`src/sv/swm_pkg.sv`:
```
// Shared constants, types and sequencer codes for the running median filter.
`timescale 1ns / 1ps

package swm_pkg;

  localparam int WINDOW_SIZE = 19;
  localparam int DATA_W      = 32;
  localparam int IDX_W       = $clog2(WINDOW_SIZE);
  localparam int CNT_W       = $clog2(WINDOW_SIZE + 1);

  localparam logic [DATA_W-1:0] RESET_TIME  = DATA_W'(100000);
  localparam logic [CNT_W-1:0]  MEDIAN_RANK = CNT_W'((WINDOW_SIZE + 1) / 2);
  localparam logic [IDX_W-1:0]  LAST_IDX    = IDX_W'(WINDOW_SIZE - 1);

  typedef enum logic [1:0] {
    ST_IDLE,
    ST_SCAN,
    ST_DRAIN,
    ST_DONE
  } swm_state_t;

  // Commands from the sequencer to the datapath.
  typedef struct packed {
    logic load;     // write the new sample, restart the candidate scan
    logic issue;    // compare the current candidate against the window
    logic capture;  // latch the checked candidate as the result
  } swm_cmd_t;

  // Status from the datapath to the sequencer.
  typedef struct packed {
    logic hit;      // checked candidate holds the median rank
    logic last;     // candidate index is at the last slot
  } swm_stat_t;

endpackage

```
`src/sv/sliding_window_median.sv`:
```
// Top level of the 19-entry running median filter.
//
// Input channel: sample_time with in_valid / in_stall. A sample is taken at
// a rising edge where in_valid is high and in_stall is low. It overwrites
// the oldest of the WINDOW_SIZE window entries.
// Output channel: median_value with out_valid / out_stall. One item comes
// out per sample: the median of the window after the write, counting
// equal entries once each toward the rank.
// Scan: one candidate entry is ranked per cycle against the whole window
// (a compare stage and a count-and-check stage, overlapped), so the time
// until out_valid rises depends on where the first entry that holds the
// median rank sits.
// Flow: one item at a time; in_stall stays high from acceptance until the
// result is taken.
// Reset (rst, synchronous): every window entry goes to 100000 us, the write
// pointer to slot 0, and both channels go idle.
// Receiver stall: the result and out_valid hold until out_stall drops; no
// new sample is taken meanwhile.
`timescale 1ns / 1ps

module sliding_window_median (
  input  logic                       clk,
  input  logic                       rst,
  input  logic                       in_valid,
  output logic                       in_stall,
  input  logic [swm_pkg::DATA_W-1:0] sample_time,
  output logic                       out_valid,
  input  logic                       out_stall,
  output logic [swm_pkg::DATA_W-1:0] median_value
);
  import swm_pkg::*;

  swm_cmd_t  cmd;
  swm_stat_t stat;

  // Sequencer: owns both handshakes, steps the candidate scan.
  swm_ctrl u_ctrl (
    .clk       (clk),
    .rst       (rst),
    .in_valid  (in_valid),
    .in_stall  (in_stall),
    .out_valid (out_valid),
    .out_stall (out_stall),
    .stat      (stat),
    .cmd       (cmd)
  );

  // Datapath: window store, parallel compares, rank check, result register.
  swm_datapath u_dp (
    .clk          (clk),
    .rst          (rst),
    .sample_time  (sample_time),
    .cmd          (cmd),
    .stat         (stat),
    .median_value (median_value)
  );

endmodule

```
`src/sv/swm_ctrl.sv`:
```
// Sequencer for the running median filter: handshakes and scan control.
`timescale 1ns / 1ps

module swm_ctrl (
  input  logic              clk,
  input  logic              rst,
  input  logic              in_valid,
  output logic              in_stall,
  output logic              out_valid,
  input  logic              out_stall,
  input  swm_pkg::swm_stat_t stat,
  output swm_pkg::swm_cmd_t  cmd
);
  import swm_pkg::*;

  swm_state_t state;
  swm_state_t state_next;

  always_ff @(posedge clk) begin
    if (rst) begin
      state <= ST_IDLE;
    end else begin
      state <= state_next;
    end
  end

  always_comb begin
    state_next = state;
    unique case (state)
      ST_IDLE: begin
        if (in_valid) state_next = ST_SCAN;
      end
      ST_SCAN: begin
        if (stat.hit) state_next = ST_DONE;
        else if (stat.last) state_next = ST_DRAIN;
      end
      ST_DRAIN: begin
        state_next = ST_DONE;
      end
      ST_DONE: begin
        if (!out_stall) state_next = ST_IDLE;
      end
      default: state_next = ST_IDLE;
    endcase
  end

  always_comb begin
    cmd       = '0;
    in_stall  = 1'b1;
    out_valid = 1'b0;
    unique case (state)
      ST_IDLE: begin
        in_stall = 1'b0;
        cmd.load = in_valid;
      end
      ST_SCAN: begin
        cmd.issue   = 1'b1;
        cmd.capture = stat.hit;
      end
      ST_DRAIN: begin
        // The last candidate is the only one left, so it holds the rank.
        cmd.capture = 1'b1;
      end
      ST_DONE: begin
        out_valid = 1'b1;
      end
      default: begin
        in_stall = 1'b1;
      end
    endcase
  end

endmodule

```
`src/sv/swm_datapath.sv`:
```
// Window store, candidate compare stage and rank check for the median filter.
`timescale 1ns / 1ps

module swm_datapath (
  input  logic                       clk,
  input  logic                       rst,
  input  logic [swm_pkg::DATA_W-1:0] sample_time,
  input  swm_pkg::swm_cmd_t          cmd,
  output swm_pkg::swm_stat_t         stat,
  output logic [swm_pkg::DATA_W-1:0] median_value
);
  import swm_pkg::*;

  logic [DATA_W-1:0]      window [WINDOW_SIZE];
  logic [IDX_W-1:0]       wr_slot;
  logic [IDX_W-1:0]       idx;
  logic [WINDOW_SIZE-1:0] lt_vec;
  logic [WINDOW_SIZE-1:0] le_vec;
  logic [WINDOW_SIZE-1:0] lt_reg;
  logic [WINDOW_SIZE-1:0] le_reg;
  logic [DATA_W-1:0]      cand;
  logic [DATA_W-1:0]      cand_reg;
  logic                   chk_valid;
  logic [CNT_W-1:0]       below;
  logic [CNT_W-1:0]       at_or_below;

  assign cand = window[idx];

  always_comb begin
    for (int j = 0; j < WINDOW_SIZE; j++) begin
      lt_vec[j] = window[j] <  cand;
      le_vec[j] = window[j] <= cand;
    end
  end

  assign below       = CNT_W'($countones(lt_reg));
  assign at_or_below = CNT_W'($countones(le_reg));

  assign stat.hit  = chk_valid && (below < MEDIAN_RANK) && (MEDIAN_RANK <= at_or_below);
  assign stat.last = (idx == LAST_IDX);

  // Window and write pointer.
  always_ff @(posedge clk) begin
    if (rst) begin
      for (int j = 0; j < WINDOW_SIZE; j++) window[j] <= RESET_TIME;
      wr_slot <= '0;
    end else if (cmd.load) begin
      window[wr_slot] <= sample_time;
      wr_slot         <= (wr_slot == LAST_IDX) ? '0 : wr_slot + 1'b1;
    end
  end

  // Candidate index and check-stage valid.
  always_ff @(posedge clk) begin
    if (rst) begin
      idx       <= '0;
      chk_valid <= 1'b0;
    end else if (cmd.load) begin
      idx       <= '0;
      chk_valid <= 1'b0;
    end else if (cmd.issue) begin
      if (idx != LAST_IDX) idx <= idx + 1'b1;
      chk_valid <= 1'b1;
    end
  end

  always_ff @(posedge clk) begin
    if (cmd.issue) begin
      lt_reg   <= lt_vec;
      le_reg   <= le_vec;
      cand_reg <= cand;
    end
    if (cmd.capture) begin
      median_value <= cand_reg;
    end
  end

endmodule

```
`config.mk`:
```
export PLATFORM = sky130hd
export DESIGN_NAME = sliding_window_median
export DESIGN_NICKNAME = d
export VERILOG_FILES = /design/src/sv/swm_pkg.sv /design/src/sv/sliding_window_median.sv /design/src/sv/swm_ctrl.sv /design/src/sv/swm_datapath.sv
export SDC_FILE = /design/constraint.sdc
export NUM_CORES = 2
export LEC_CHECK = 0
export ABC_CLOCK_PERIOD_IN_PS = 8600
export BUFFER_PORTS_ARGS = -buffer_cell sky130_fd_sc_hd__buf_2
export CAP_MARGIN = 30
export CORE_MARGIN = 3
export CORE_UTILIZATION = 60
export DETAILED_ROUTE_END_ITERATION = 16
export PLACE_DENSITY = 0.76
export SYNTH_ARGS = -nofsm -noshare
export SYNTH_HDL_FRONTEND = slang
export SYNTH_SLANG_ARGS = --single-unit
```
`constraint.sdc`:
```
create_clock -name clk -period 8.6 [get_ports clk]
set_clock_uncertainty 0.15 [all_clocks]
set_input_delay 1.72 -clock clk [delete_from_list [all_inputs] [get_ports clk]]
set_output_delay 1.72 -clock clk [all_outputs]
set_load 0.02 [all_outputs]
```
==> impl_metrics.ini <==
[layout]
largest_reg_flops = 1024
drive_gt1_frac = 0.156
final_cells = 5921
final_nets = 5239
areaGrowthSynthToFinish_pct = 10.8

[route]
firstDrtPassIters = 6
antenna_left = 0
vias = 40000
drt-total-wl_mm = 169
drt-initial-drc-count = 5020
wl_per_cell_um = 28.6
via_per_inst = 6.76
drc = 0

[die]
initial_core_util = 0.609
die_area_um2 = 104000
rows = 115
die_h_um = 323
core_um2 = 99000
ios = 70
fp.dieW_um = 323

[global_routing]
grt_use_total = 0.328
grt_start_max_net_pins = 80
grt_pass1_wl_mm = 252
grt_pass1_vias = 39700
gr-total-overflow = 0
grt_antenna_before_repair = 0

[worst_setup_path]
startpoint_type = flip-flop
timing.critical_path.buf_inv = 2
critPathTopFamily = compound AO/OA/AOI/OAI gates
path_cells = buf_4 > mux4_2 > mux4_2 > o21ai_2 > buf_4 > ha_1 > nand4_1 > nor4_1 > a21boi_0 > o31a_1 > o21ai_0
crit_cells = 11
cpMaxStageDelayCell = dfxtp_4
worstPathMaxFanout = 42
end_kind = flip-flop
reg2reg_depth = 11
required_ns = 8.88
crit_arrival_ns = 5.98
max_stage_delay_ns = 0.88
crit_type = reg2reg

[clock_network]
numCtsBuffers = 114
htreeDepth = 3
clk_pin_slew_ns = 0.06
post-cts-setup-buffers = 0
cts_buffer_depth = 3
cts_sinks = 1144
cts_root_buf = clkbuf_16
ctsResizeCount = 0
cts_tree = done
postCtsHoldBufs = 0
clk_latency_ns = 0.71

[sta]
fmax_ghz = 0.175
hold_viol = 0
slew_violations = 0
tns_ns = 0
relSlewSlack = 0.347
fin_crit_ns = 5.70
finalCritPeriodShare = 0.663
tightest_slew_ns = 0.978
setup_viol = 0
rsz0062_at_grt = false

[power_and_ir_drop]
p_per_area_nw_per_um2 = 266
leakage_nw = 24.2
ir_drop_v = 0.000362

[placement]
dp_hpwl_mm = 119
dpl.cell_count = 5702
globalplace.congestion = 0.979
io_buffers = 69

[yosys]
synth_fp_nets = 5112
synth-seq-cells = 1144
synth.avg_cell_area_um2 = 13.7
ys_seq_area_frac = 0.562
yosysTopAreaCell = edfxtp_1
ys.flop_type = edfxtp_1
synth_area_um2 = 60300
yosysWarnings = 0
synth.most_common_cell = edfxtp_1
synth-async-reset-ratio = 0
syn_inst = 4406
synth_edf_count = 1094
synthDistinctLibCells = 62
synth_top_area_frac = 0.545
synth_area_leaders = edfxtp_1 54%, ha_1 13%, mux4_2 11%
yosys-top-cells-count = 1,094 x edfxtp_1, 642 x ha_1, 541 x nor2_1, 349 x nand2_1, 285 x mux4_2

[job]
drv_cap = 0

[worst_hold_path]
worst_hold_path.num_cells = 0
hp-class = reg2reg

[status]
status = complete, no violations
[power by group]
| group | internal [mW] | switching, mW |
|---|---|---|
| logic | 2.34 | 3.53 |
| registers | 6.46 | 0.186 |
| clock network | 3.03 | 2.21 |
| total | 11.8 | 5.92 |
[cell type report]
cell class	count	area, µm²
clock inverters	80	940
diodes	1	2.50
fillers	6813	32200
clock buffers	136	2990
flip-flops and latches	1144	33900
repair buffers	194	1520
multi-input cells	2881	25200
inverters	198	743
well taps	1287	1610
[worst paths after layout]
kind / from / end / slack (ns)
worst min-delay path: u_dp.cand_reg[29] / u_dp.median_value[29] / 0.26
worst max-delay path: flip-flop / u_dp.le_reg[14] / 2.90
worst min register to register: u_dp.cand_reg[29] / u_dp.median_value[29] / 0.26
worst max register to register: flip-flop / u_dp.le_reg[14] / 2.90
[cell families (layout without fill, tap and decap cells)]
kind of cell,Yosys count,count (layout),share of synthesized area
multiplexers,321,321,0.113
buffers and inverters,381,608,0.0260
AND/OR/NAND/NOR,1312,1312,0.0985
adder cells (fa/ha/maj),670,670,0.143
flip-flops,1144,1144,0.562
XOR/XNOR,7,7,0.00102
AO/OA/AOI/OAI,571,571,0.0571
other,0,1,0
[per-layer routing]
layer	vias to the layer above	GRT usage	routed length, µm
li1	17200	-	-
met1	19800	0.445	63800
met2	2455	0.508	77400
met3	496	0.0759	18800
met4	0	0.156	9290
met5	-	0	0
[metrics by stage]
step	hold WS (ns)	power (mW)	cell area, µm²	setup WS (ns)	util
2_1_floorplan	0.250	11.0	60300	2.63	-
5_1_grt	0.270	18.6	66800	2.61	0.675
3_3_place_gp	0.251	12.3	62700	2.90	0.633
4_1_cts	0.265	17.7	66800	3.00	0.675
6_report	0.263	17.7	66800	2.90	0.675
3_5_place_dp	0.255	12.5	62900	2.99	0.635
[cells in the final DEF, fill, tap and decap left out, types with 62 or more instances in the layout]
cell,count
buf_2,69
a21oi_1,249
nand3_1,80
buf_4,110
inv_1,196
ha_1,641
o21ai_0,107
edfxtp_1,1094
nand4_1,121
clkbuf_16,115
nor2_1,527
mux4_2,285
nand2b_1,62
nand2_1,348
No activity file was read; power rests on OpenSTA's default activity.
